**config.mk**
```make
export PLATFORM = sky130hd
export DESIGN_NAME = color_box_sorter_sequencer_core
export DESIGN_NICKNAME = d
export VERILOG_FILES = /design/src/rtl/cbs_pkg.sv /design/src/rtl/color_box_sorter_sequencer_core.sv /design/src/rtl/cbs_classifier.sv /design/src/rtl/cbs_sequencer.sv
export SDC_FILE = /design/constraint.sdc
export NUM_CORES = 1
export LEC_CHECK = 0
export BUFFER_PORTS_ARGS = -buffer_cell sky130_fd_sc_hd__buf_2
export CAP_MARGIN = 30
export CORE_MARGIN = 2
export CORE_UTILIZATION = 40
export CTS_CLUSTER_DIAMETER = 60
export DETAILED_ROUTE_END_ITERATION = 7
export HOLD_SLACK_MARGIN = 0.12
export SETUP_SLACK_MARGIN = 0.15
export SLEW_MARGIN = 5
export SYNTH_ARGS = -nofsm -noshare
export SYNTH_HDL_FRONTEND = slang
export SYNTH_SLANG_ARGS = --single-unit
```
**constraint.sdc**
```tcl
create_clock -name clk -period 6.94 [get_ports clk]
set_input_delay 0.694 -clock clk [delete_from_list [all_inputs] [get_ports clk]]
set_output_delay 0.694 -clock clk [all_outputs]
set_load 0.005 [all_outputs]
```
**src/rtl/cbs_pkg.sv**
```systemverilog
// Shared types, codes and constants of the color box sorter sequencer.
package cbs_pkg;

  // Width of every pulse-width and timer field.
  localparam int FIELD_W = 16;

  // Default saturation width of the pulse-width inputs.
  localparam int PULSE_WIDTH_BITS_DEF = 16;

  // Configuration register indexes.
  localparam logic [2:0] CFG_PUSH_PERIOD = 3'd0;
  localparam logic [2:0] CFG_SCAN_TIME   = 3'd1;
  localparam logic [2:0] CFG_SHOW_TIME   = 3'd2;
  localparam logic [2:0] CFG_SORT_SETTLE = 3'd3;
  localparam logic [2:0] CFG_GATE_OPEN   = 3'd4;

  // Configuration reset values.
  localparam logic [FIELD_W-1:0] PUSH_PERIOD_RST = 16'd2000;
  localparam logic [FIELD_W-1:0] SCAN_TIME_RST   = 16'd2000;
  localparam logic [FIELD_W-1:0] SHOW_TIME_RST   = 16'd3000;
  localparam logic [FIELD_W-1:0] SORT_SETTLE_RST = 16'd1000;
  localparam logic [FIELD_W-1:0] GATE_OPEN_RST   = 16'd2000;

  // Timer ceiling and dark threshold.
  localparam logic [FIELD_W-1:0] TIMER_MAX = 16'hFFFF;
  localparam logic [FIELD_W-1:0] DARK_MAX  = 16'd8;

  // Class codes shared by sensor labels and the combined class.
  localparam logic [2:0] CL_NONE    = 3'd0;
  localparam logic [2:0] CL_RED     = 3'd1;
  localparam logic [2:0] CL_YELLOW  = 3'd2;
  localparam logic [2:0] CL_GREEN   = 3'd3;
  localparam logic [2:0] CL_STRIPED = 3'd4;

  // Phase codes as seen on the result channel.
  localparam logic [2:0] PHC_HOME = 3'd0;
  localparam logic [2:0] PHC_SCAN = 3'd1;
  localparam logic [2:0] PHC_SHOW = 3'd2;
  localparam logic [2:0] PHC_SORT = 3'd3;
  localparam logic [2:0] PHC_GATE = 3'd4;

  // Sorter rest position (135 degrees).
  localparam logic [1:0] SORTER_HOME = 2'd3;

  // Sequencer phase, one-hot.
  typedef enum logic [4:0] {
    PH_HOME = 5'b00001,
    PH_SCAN = 5'b00010,
    PH_SHOW = 5'b00100,
    PH_SORT = 5'b01000,
    PH_GATE = 5'b10000
  } phase_t;

  // Input request payload.
  typedef struct packed {
    logic               command;
    logic [FIELD_W-1:0] red_right;
    logic [FIELD_W-1:0] green_right;
    logic [FIELD_W-1:0] blue_right;
    logic [FIELD_W-1:0] red_left;
    logic [FIELD_W-1:0] green_left;
    logic [FIELD_W-1:0] blue_left;
  } cbs_in_t;

  // Result request payload.
  typedef struct packed {
    logic [2:0] phase;
    logic       pusher_on;
    logic [1:0] sorter_position;
    logic       gate_open;
    logic [2:0] right_class;
    logic [2:0] left_class;
    logic [2:0] scan_class;
    logic       conveyor_stop;
  } cbs_out_t;

  // Configuration register file contents.
  typedef struct packed {
    logic [FIELD_W-1:0] push_period;
    logic [FIELD_W-1:0] scan_time;
    logic [FIELD_W-1:0] show_time;
    logic [FIELD_W-1:0] sort_settle;
    logic [FIELD_W-1:0] gate_open;
  } cbs_cfg_t;

  // One bounding box: inclusive low and high limits per color.
  typedef struct packed {
    logic [7:0] r_lo;
    logic [7:0] r_hi;
    logic [7:0] g_lo;
    logic [7:0] g_hi;
    logic [7:0] b_lo;
    logic [7:0] b_hi;
  } cbs_bound_t;

  // Boxes of one sensor: index 0 red, 1 yellow, 2 green.
  typedef cbs_bound_t [2:0] cbs_box_t;

  localparam cbs_box_t BOX_RIGHT = '{
    '{8'd20, 8'd35,  8'd22,  8'd32,  8'd35,  8'd47},
    '{8'd15, 8'd85,  8'd30,  8'd61,  8'd30,  8'd96},
    '{8'd15, 8'd130, 8'd60,  8'd160, 8'd50,  8'd140}
  };

  localparam cbs_box_t BOX_LEFT = '{
    '{8'd25, 8'd55,  8'd30,  8'd60,  8'd60,  8'd85},
    '{8'd15, 8'd40,  8'd43,  8'd75,  8'd60,  8'd95},
    '{8'd19, 8'd55,  8'd110, 8'd155, 8'd100, 8'd135}
  };

  // Classifier verdict for one sensor: first matching box and darkness.
  typedef struct packed {
    logic [2:0] hit;
    logic       dark;
  } cbs_sense_t;

  // Map the one-hot phase to its result code.
  function automatic logic [2:0] phase_code(phase_t ph);
    logic [2:0] code;
    case (ph)
      PH_HOME: code = PHC_HOME;
      PH_SCAN: code = PHC_SCAN;
      PH_SHOW: code = PHC_SHOW;
      PH_SORT: code = PHC_SORT;
      PH_GATE: code = PHC_GATE;
      default: code = PHC_HOME;
    endcase
    return code;
  endfunction

endpackage

```
**src/rtl/color_box_sorter_sequencer_core.sv**
```systemverilog
// Top level of the color box sorter sequencer: input and result registers, config.
//
//  Channel   Ports                          Direction  Carries
//  input     in_valid, in_ready, in_data    in         tick or two-sensor RGB sample
//  result    out_valid, out_ready, out_data out        phase, servos, classes, stop
//  config    cfg_we, cfg_index, cfg_wdata   in         timing registers, write only
//
// One request per cycle is sustained while the result channel does not stall; a result is
// presented after its request is accepted (input register, then classification and phase
// update into the result register). The phase state is registered and feeds back to the
// next request, so consecutive requests chain without gaps.
// Synchronous active-low reset clears the sequencer and loads the register defaults.
// A stalled result register holds; the input register still takes one more request.
module color_box_sorter_sequencer_core #(
  parameter int PULSE_WIDTH_BITS = cbs_pkg::PULSE_WIDTH_BITS_DEF
) (
  input  logic                        clk,
  input  logic                        rst_n,
  input  logic                        in_valid,
  output logic                        in_ready,
  input  cbs_pkg::cbs_in_t            in_data,
  output logic                        out_valid,
  input  logic                        out_ready,
  output cbs_pkg::cbs_out_t           out_data,
  input  logic                        cfg_we,
  input  logic [2:0]                  cfg_index,
  input  logic [cbs_pkg::FIELD_W-1:0] cfg_wdata
);

  logic                s1_valid_r, s1_valid_nxt;
  cbs_pkg::cbs_in_t    s1_data_r;
  logic                out_valid_r, out_valid_nxt;
  cbs_pkg::cbs_out_t   out_data_r;
  cbs_pkg::cbs_cfg_t   cfg_r;
  cbs_pkg::cbs_sense_t right_sense;
  cbs_pkg::cbs_sense_t left_sense;
  cbs_pkg::cbs_out_t   result;
  logic                advance;

  // The input stage moves on when the result register is free or draining.
  assign advance       = s1_valid_r && (!out_valid_r || out_ready);
  assign in_ready      = !s1_valid_r || advance;
  assign s1_valid_nxt  = (in_valid && in_ready) ? 1'b1 : (advance ? 1'b0 : s1_valid_r);
  assign out_valid_nxt = advance ? 1'b1 : (out_ready ? 1'b0 : out_valid_r);

  // Handshake state.
  always_ff @(posedge clk) begin
    if (!rst_n) begin
      s1_valid_r  <= 1'b0;
      out_valid_r <= 1'b0;
    end else begin
      s1_valid_r  <= s1_valid_nxt;
      out_valid_r <= out_valid_nxt;
    end
  end

  // Payload registers.
  always_ff @(posedge clk) begin
    if (in_valid && in_ready) begin
      s1_data_r <= in_data;
    end
    if (advance) begin
      out_data_r <= result;
    end
  end

  // Configuration registers; unknown indexes are ignored.
  always_ff @(posedge clk) begin
    if (!rst_n) begin
      cfg_r.push_period <= cbs_pkg::PUSH_PERIOD_RST;
      cfg_r.scan_time   <= cbs_pkg::SCAN_TIME_RST;
      cfg_r.show_time   <= cbs_pkg::SHOW_TIME_RST;
      cfg_r.sort_settle <= cbs_pkg::SORT_SETTLE_RST;
      cfg_r.gate_open   <= cbs_pkg::GATE_OPEN_RST;
    end else if (cfg_we) begin
      case (cfg_index)
        cbs_pkg::CFG_PUSH_PERIOD: cfg_r.push_period <= cfg_wdata;
        cbs_pkg::CFG_SCAN_TIME:   cfg_r.scan_time   <= cfg_wdata;
        cbs_pkg::CFG_SHOW_TIME:   cfg_r.show_time   <= cfg_wdata;
        cbs_pkg::CFG_SORT_SETTLE: cfg_r.sort_settle <= cfg_wdata;
        cbs_pkg::CFG_GATE_OPEN:   cfg_r.gate_open   <= cfg_wdata;
        default: begin
        end
      endcase
    end
  end

  // Right and left sensor classifiers.
  cbs_classifier #(.PULSE_WIDTH_BITS(PULSE_WIDTH_BITS)) u_right (
    .red   (s1_data_r.red_right),
    .green (s1_data_r.green_right),
    .blue  (s1_data_r.blue_right),
    .box   (cbs_pkg::BOX_RIGHT),
    .sense (right_sense)
  );

  cbs_classifier #(.PULSE_WIDTH_BITS(PULSE_WIDTH_BITS)) u_left (
    .red   (s1_data_r.red_left),
    .green (s1_data_r.green_left),
    .blue  (s1_data_r.blue_left),
    .box   (cbs_pkg::BOX_LEFT),
    .sense (left_sense)
  );

  // Phase sequencer and class state.
  cbs_sequencer u_seq (
    .clk         (clk),
    .rst_n       (rst_n),
    .step        (advance),
    .is_sample   (s1_data_r.command),
    .right_sense (right_sense),
    .left_sense  (left_sense),
    .cfg         (cfg_r),
    .result      (result)
  );

  assign out_valid = out_valid_r;
  assign out_data  = out_data_r;

endmodule

```
**src/rtl/cbs_classifier.sv**
```systemverilog
// Bounding-box color classifier for one sensor.
module cbs_classifier #(
  parameter int PULSE_WIDTH_BITS = cbs_pkg::PULSE_WIDTH_BITS_DEF
) (
  input  logic [cbs_pkg::FIELD_W-1:0] red,
  input  logic [cbs_pkg::FIELD_W-1:0] green,
  input  logic [cbs_pkg::FIELD_W-1:0] blue,
  input  cbs_pkg::cbs_box_t           box,
  output cbs_pkg::cbs_sense_t         sense
);

  localparam int FW = cbs_pkg::FIELD_W;
  localparam logic [FW-1:0] SAT_MAX = (PULSE_WIDTH_BITS >= FW) ? {FW{1'b1}} :
                                      FW'((64'd1 << PULSE_WIDTH_BITS) - 64'd1);

  logic [FW-1:0] r_sat;
  logic [FW-1:0] g_sat;
  logic [FW-1:0] b_sat;
  logic [2:0]    in_box;

  // Saturate the widths to the configured pulse-width range.
  assign r_sat = (red   > SAT_MAX) ? SAT_MAX : red;
  assign g_sat = (green > SAT_MAX) ? SAT_MAX : green;
  assign b_sat = (blue  > SAT_MAX) ? SAT_MAX : blue;

  // Test all three boxes in parallel.
  always_comb begin
    for (int k = 0; k < 3; k++) begin
      in_box[k] = (r_sat >= FW'(box[k].r_lo)) && (r_sat <= FW'(box[k].r_hi)) &&
                  (g_sat >= FW'(box[k].g_lo)) && (g_sat <= FW'(box[k].g_hi)) &&
                  (b_sat >= FW'(box[k].b_lo)) && (b_sat <= FW'(box[k].b_hi));
    end
  end

  // Keep only the first match: red before yellow before green.
  assign sense.hit[0] = in_box[0];
  assign sense.hit[1] = in_box[1] && !in_box[0];
  assign sense.hit[2] = in_box[2] && !in_box[1] && !in_box[0];

  // A reading is dark when every channel is at or below the threshold.
  assign sense.dark = (r_sat <= cbs_pkg::DARK_MAX) && (g_sat <= cbs_pkg::DARK_MAX) &&
                      (b_sat <= cbs_pkg::DARK_MAX);

endmodule

```
**src/rtl/cbs_sequencer.sv**
```systemverilog
// Phase sequencer, class state and result formation of the sorter.
module cbs_sequencer (
  input  logic                clk,
  input  logic                rst_n,
  input  logic                step,
  input  logic                is_sample,
  input  cbs_pkg::cbs_sense_t right_sense,
  input  cbs_pkg::cbs_sense_t left_sense,
  input  cbs_pkg::cbs_cfg_t   cfg,
  output cbs_pkg::cbs_out_t   result
);

  localparam int FW = cbs_pkg::FIELD_W;

  cbs_pkg::phase_t phase_r, phase_nxt;
  logic            pusher_r, pusher_nxt;
  logic [FW-1:0]   push_timer_r, push_timer_nxt;
  logic [FW-1:0]   phase_timer_r, phase_timer_nxt;
  logic [2:0]      right_flags_r, right_flags_nxt;
  logic [2:0]      left_flags_r, left_flags_nxt;
  logic [2:0]      right_label_r, right_label_nxt;
  logic [2:0]      left_label_r, left_label_nxt;
  logic [2:0]      scan_r, scan_nxt;
  logic [2:0]      held_r, held_nxt;
  logic [1:0]      sorter_r, sorter_nxt;
  logic            stop_r, stop_nxt;

  logic [2:0]      r_flags_s, l_flags_s;
  logic [2:0]      r_label_s, l_label_s;
  logic [2:0]      all_flags;
  logic [2:0]      scan_s;
  logic            stop_s;
  logic [FW-1:0]   push_inc;
  logic [FW-1:0]   phase_inc;
  logic [2:0]      held_m1;

  // Sample classification: new flags and labels for both sensors.
  always_comb begin
    r_flags_s = right_flags_r;
    r_label_s = cbs_pkg::CL_NONE;
    if (right_sense.hit != 3'b000) begin
      r_flags_s = right_sense.hit;
      r_label_s = right_sense.hit[0] ? cbs_pkg::CL_RED :
                  right_sense.hit[1] ? cbs_pkg::CL_YELLOW : cbs_pkg::CL_GREEN;
    end else if (!right_sense.dark) begin
      r_flags_s = 3'b000;
      r_label_s = cbs_pkg::CL_STRIPED;
    end

    l_flags_s = left_flags_r;
    l_label_s = cbs_pkg::CL_NONE;
    if (left_sense.hit != 3'b000) begin
      l_flags_s = left_sense.hit;
      l_label_s = left_sense.hit[0] ? cbs_pkg::CL_RED :
                  left_sense.hit[1] ? cbs_pkg::CL_YELLOW : cbs_pkg::CL_GREEN;
    end else if (!left_sense.dark) begin
      l_flags_s = 3'b000;
      l_label_s = cbs_pkg::CL_STRIPED;
    end
  end

  // Combined class from the OR of both sensors' flags.
  assign all_flags = r_flags_s | l_flags_s;
  assign stop_s    = !((r_label_s == cbs_pkg::CL_NONE) && (l_label_s == cbs_pkg::CL_NONE));
  assign scan_s    = !stop_s      ? cbs_pkg::CL_NONE   :
                     all_flags[0] ? cbs_pkg::CL_RED    :
                     all_flags[1] ? cbs_pkg::CL_YELLOW :
                     all_flags[2] ? cbs_pkg::CL_GREEN  : cbs_pkg::CL_STRIPED;

  // Saturating timer increments.
  assign push_inc  = (push_timer_r  == cbs_pkg::TIMER_MAX) ? cbs_pkg::TIMER_MAX :
                     push_timer_r + FW'(1);
  assign phase_inc = (phase_timer_r == cbs_pkg::TIMER_MAX) ? cbs_pkg::TIMER_MAX :
                     phase_timer_r + FW'(1);
  assign held_m1   = held_r - 3'd1;

  // Next state for one request.
  always_comb begin
    phase_nxt       = phase_r;
    pusher_nxt      = pusher_r;
    push_timer_nxt  = push_timer_r;
    phase_timer_nxt = phase_timer_r;
    right_flags_nxt = right_flags_r;
    left_flags_nxt  = left_flags_r;
    right_label_nxt = right_label_r;
    left_label_nxt  = left_label_r;
    scan_nxt        = scan_r;
    held_nxt        = held_r;
    sorter_nxt      = sorter_r;
    stop_nxt        = stop_r;

    if (!is_sample) begin
      if (phase_r == cbs_pkg::PH_HOME) begin
        // Pusher toggles once per period.
        if (push_inc >= cfg.push_period) begin
          pusher_nxt     = !pusher_r;
          push_timer_nxt = '0;
        end else begin
          push_timer_nxt = push_inc;
        end
      end else begin
        phase_timer_nxt = phase_inc;
        case (phase_r)
          cbs_pkg::PH_SHOW: begin
            if (phase_inc >= cfg.show_time) begin
              phase_nxt       = cbs_pkg::PH_SORT;
              phase_timer_nxt = '0;
              if (held_r != cbs_pkg::CL_NONE) begin
                sorter_nxt = held_m1[1:0];
              end
            end
          end
          cbs_pkg::PH_SORT: begin
            if (phase_inc >= cfg.sort_settle) begin
              phase_nxt       = cbs_pkg::PH_GATE;
              phase_timer_nxt = '0;
            end
          end
          cbs_pkg::PH_GATE: begin
            if (phase_inc >= cfg.gate_open) begin
              phase_nxt       = cbs_pkg::PH_HOME;
              phase_timer_nxt = '0;
              push_timer_nxt  = '0;
              sorter_nxt      = cbs_pkg::SORTER_HOME;
            end
          end
          default: begin
          end
        endcase
      end
    end else if ((phase_r == cbs_pkg::PH_HOME) || (phase_r == cbs_pkg::PH_SCAN)) begin
      // Samples count only while home or scanning.
      right_flags_nxt = r_flags_s;
      left_flags_nxt  = l_flags_s;
      right_label_nxt = r_label_s;
      left_label_nxt  = l_label_s;
      scan_nxt        = scan_s;
      stop_nxt        = stop_s;
      if (phase_r == cbs_pkg::PH_HOME) begin
        if (stop_s) begin
          phase_nxt       = cbs_pkg::PH_SCAN;
          push_timer_nxt  = '0;
          phase_timer_nxt = '0;
        end
      end else if (phase_timer_r > cfg.scan_time) begin
        phase_nxt       = cbs_pkg::PH_SHOW;
        phase_timer_nxt = '0;
        held_nxt        = scan_s;
      end
    end
  end

  // State registers advance once per request.
  always_ff @(posedge clk) begin
    if (!rst_n) begin
      phase_r       <= cbs_pkg::PH_HOME;
      pusher_r      <= 1'b0;
      push_timer_r  <= '0;
      phase_timer_r <= '0;
      right_flags_r <= 3'b000;
      left_flags_r  <= 3'b000;
      right_label_r <= cbs_pkg::CL_NONE;
      left_label_r  <= cbs_pkg::CL_NONE;
      scan_r        <= cbs_pkg::CL_NONE;
      held_r        <= cbs_pkg::CL_NONE;
      sorter_r      <= cbs_pkg::SORTER_HOME;
      stop_r        <= 1'b0;
    end else if (step) begin
      phase_r       <= phase_nxt;
      pusher_r      <= pusher_nxt;
      push_timer_r  <= push_timer_nxt;
      phase_timer_r <= phase_timer_nxt;
      right_flags_r <= right_flags_nxt;
      left_flags_r  <= left_flags_nxt;
      right_label_r <= right_label_nxt;
      left_label_r  <= left_label_nxt;
      scan_r        <= scan_nxt;
      held_r        <= held_nxt;
      sorter_r      <= sorter_nxt;
      stop_r        <= stop_nxt;
    end
  end

  // Result reflects the state after this request.
  assign result.phase           = cbs_pkg::phase_code(phase_nxt);
  assign result.pusher_on       = (phase_nxt == cbs_pkg::PH_HOME) && pusher_nxt;
  assign result.sorter_position = sorter_nxt;
  assign result.gate_open       = (phase_nxt == cbs_pkg::PH_GATE);
  assign result.right_class     = right_label_nxt;
  assign result.left_class      = left_label_nxt;
  assign result.scan_class      = scan_nxt;
  assign result.conveyor_stop   = stop_nxt;

`ifndef NO_ASSERTIONS
  // The sorter rests at its home angle until the sort settle phase.
  a_sorter_home: assert property (@(posedge clk) disable iff (!rst_n)
    ((phase_r == cbs_pkg::PH_HOME) || (phase_r == cbs_pkg::PH_SCAN) ||
     (phase_r == cbs_pkg::PH_SHOW)) |-> (sorter_r == cbs_pkg::SORTER_HOME))
    else $error("sorter left home position outside sort and gate phases");

  // The stop flag is set exactly when some sensor sees an object.
  a_stop_labels: assert property (@(posedge clk) disable iff (!rst_n)
    stop_r == !((right_label_r == cbs_pkg::CL_NONE) && (left_label_r == cbs_pkg::CL_NONE)))
    else $error("stop flag disagrees with sensor labels");

  // Without an object the combined class is none.
  a_scan_none: assert property (@(posedge clk) disable iff (!rst_n)
    !stop_r |-> (scan_r == cbs_pkg::CL_NONE))
    else $error("combined class set while conveyor runs");

  // Returning home clears both timers and parks the sorter.
  a_return_home: assert property (@(posedge clk) disable iff (!rst_n)
    (step && (phase_r == cbs_pkg::PH_GATE) && (phase_nxt == cbs_pkg::PH_HOME)) |=>
    ((push_timer_r == '0) && (phase_timer_r == '0) && (sorter_r == cbs_pkg::SORTER_HOME)))
    else $error("return to home did not clear timers or park sorter");

  // Without a request the phase and held result stay put.
  a_idle_hold: assert property (@(posedge clk) disable iff (!rst_n)
    !step |=> ($stable(phase_r) && $stable(held_r)))
    else $error("sequencer state moved without a request");
`endif

endmodule
```
==> impl_metrics.tcl <==
set metrics [dict create \
    ctsHoldBuffers 0 \
    grt_start_max_net_pins 80 \
    cts-root-buf "clkbuf_16" \
    min_period_ns 4.61 \
    drt-initial-drc-count 547 \
    routed_wl_um 31400 \
    holdWs_ns 0.294 \
    nets 1668 \
    cts_tree "yes" \
    fp.dieW_um 182 \
    power_frac_clock_pct 46.5 \
    place_hpwl_um 23100 \
    slew-limit-headroom_pct 34.6 \
    clk_latency_ns 0.57 \
    worst_ir_drop_vdd_mv 0.225 \
    num_rows 65 \
    vias 10200 \
    viasPerCell 5.41 \
    dieHeight_um 182 \
    syn-num-nets 1527 \
    path_clk_slew_ns 0.06 \
    hold_violations 0 \
    path_class "reg -> reg" \
    synth_ff_type "dfxtp_1" \
    clock_path_buffers 3 \
    drt-wirelength-per-cell_um 16.6 \
    portBuffers 139 \
    post_cts_buffers 0 \
    initial_core_util_pct 40.3 \
    fmax_ghz 0.217 \
    drt-pass1-iter-count 5 \
    synthCells 1323 \
    place_congestion 0.875 \
    final_common_cell "nand2_1" \
    max_cap_viol_count 0 \
    r2r_slack_ns 2.33 \
    grt_use_met2_pct 32.1 \
    grt_pass1_vias 9871 \
    ys_warn_count 0 \
    power_frac_comb_pct 6.2 \
    start_kind "register" \
    p_per_area_nw_per_um2 237 \
    cts_sinks 255 \
    ant_nets 0 \
    maxSlewViolCount 0 \
    switchingPower_w 0.000819 \
    grt_overflow_total 0 \
    grt_antenna_before_repair 1 \
    holdCritPathClass "in -> reg" \
    synth_area_per_cell_um2 9.53 \
    fill_cells 2942 \
    syn_area_um2 12600 \
    htreeDepth 1 \
    drive_above_1_share_pct 15.3 \
    leakagePower_nw 6.12 \
    critPathMaxFanout 16 \
    ys_seq_area_share_pct 49.5 \
    cp.arrival_ns 5.12 \
    synth_seq_cells 255 \
    ys_types 76 \
    skew_ns 0.00834 \
    synth_area_leaders "edfxtp_1, dfxtp_1, ha_1" \
    synth_largest_area_cell "edfxtp_1" \
    grt.busiest_layer "met2" \
    ios 140 \
    cp.required_ns 7.44 \
    endpoint_kind "register" \
    core_area_um2 31300 \
    synth_top_area_share_pct 27.1 \
    setup_violations 0 \
    synthArstFlopShare_pct 0 \
    grt_usage_pct 18.9 \
    final_util_pct 47.3 \
    power_frac_seq_pct 47.3 \
    fin_tns_setup_ns 0 \
    grt_pass1_wl_um 50700 \
    drc 0 \
    intPower_w 0.00269 \
    outcome "finished, final reports clean" \
    rsz0062_at_grt "no" \
    fin_crit_sh_pct 66.4 \
    final_cell_mix "nand2_1, dfxtp_1, buf_2" \
    synth_edf_count 114 \
    cts_resized 0 \
    dieArea_um2 33000 \
    p_sw_share_pct 23.3 \
    use_met3_pct 3.47 \
    syn_to_final_growth_pct 17.5 \
    timing_worst_slew_pin_value_ns 0.979 \
    cts_buffers 31 \
    met1_usage_pct 24.5 \
]
[flip-flops by register name, summed over array words and instances (netlist names)]
name	flops
cfg_r	80
out_data	17
out_valid	1
s1_data_r	97
s1_valid_r	1
u_seq.held_r	3
u_seq.left_flags_r	3
u_seq.left_label_r	3
u_seq.phase_r	5
u_seq.phase_timer_r	16
u_seq.push_timer_r	16
u_seq.pusher_r	1
u_seq.right_flags_r	3
u_seq.right_label_r	3
u_seq.scan_r	3
u_seq.sorter_r	2
u_seq.stop_r	1
[power groups by stage]
stage / clock (W) / combinational (W) / sequential (W)
after global placement: 0 / 0.000215 / 0.00169
after detailed placement: 0 / 0.000216 / 0.00170
after floorplan: 0 / 0.000125 / 0.00169
after CTS: 0.00167 / 0.000217 / 0.00166
after global routing: 0.00173 / 0.000244 / 0.00167
final: 0.00163 / 0.000218 / 0.00166
[per-layer routing]
| metal | share of wire, % | routed length, um |
|---|---|---|
| met3 | 5.6 | 1760 |
| met5 | 0 | 0 |
| met4 | 3.1 | 970 |
| met1 | 45 | 14000 |
| met2 | 47 | 14600 |
[stage by stage]
stage               instance area [um^2]  worst slack, ns  cells  power (W)
global route                       14800             1.96   1891    0.00364
floorplan                          12600             2.73   1323    0.00181
global placement                   13700             2.44   1830    0.00191
CTS                                14800             2.31   1889    0.00355
finish                             14800             2.33   1892    0.00351
detailed placement                 13700             2.34   1831    0.00191
[synth_stat cells (all sizes together), types with 18 or more instances]
master / number
o211ai: 38
nand4: 18
a21oi: 107
ha: 83
a21o: 19
o21ai: 45
nand2: 252
nor3: 19
inv: 98
nor2: 67
edfxtp: 114
clkbuf: 39
nand3: 41
nor4: 20
dfxtp: 141
[final timing paths]
kind / from / endpoint / cells after the start
setup / recovery: u_seq.push_timer_r[0]$_SDFFE_PN0P_ / u_seq.push_timer_r[0]$_SDFFE_PN0P_ / 17
hold / removal: in_data[70] / s1_data_r[70]$_DFFE_PP_ / 1
setup reg to reg: u_seq.push_timer_r[0]$_SDFFE_PN0P_ / u_seq.push_timer_r[0]$_SDFFE_PN0P_ / 17
hold reg to reg: u_seq.held_r[1]$_SDFFE_PN0P_ / u_seq.held_r[1]$_SDFFE_PN0P_ / 2
[worst max-delay path, cell delays in order, from the launching register on]
cell and delay (ns):
dfxtp_1 0.38, ha_1 0.21, and3_1 0.20, and3_1 0.20
and3_1 0.23, nand2_1 0.12, or3_1 0.57, nand2_1 0.16
inv_1 0.05, ha_1 0.26, nand2b_1 0.14, a21o_1 0.17
a21o_1 0.17, a21o_1 0.17, a21oi_1 0.19, o21ai_0 0.16
a2111oi_4 0.93, a32o_1 0.23
[final cells by class]
class	instances	area, um^2	share of cell area (%)
sequential	255	6250	42.2
multi-input combinational	928	5850	39.5
clock buffer	43	861	5.81
timing repair buffer	150	802	5.41
tap	402	503	3.39
inverter	98	368	2.48
clock inverter	15	179	1.21
antenna	1	2.50	0.0169
[logic make-up after synthesis]
logic type / count (synthesis) / synth area share (%)
AO/OA/AOI/OAI: 304 / 16.1
XOR/XNOR: 21 / 1.46
AND/OR/NAND/NOR: 498 / 18.7
multiplexers: 22 / 1.81
flip-flops: 255 / 49.5
buffers and inverters: 140 / 4.21
adder cells (fa/ha/maj): 83 / 8.23
(Power assumes the default switching activity.)
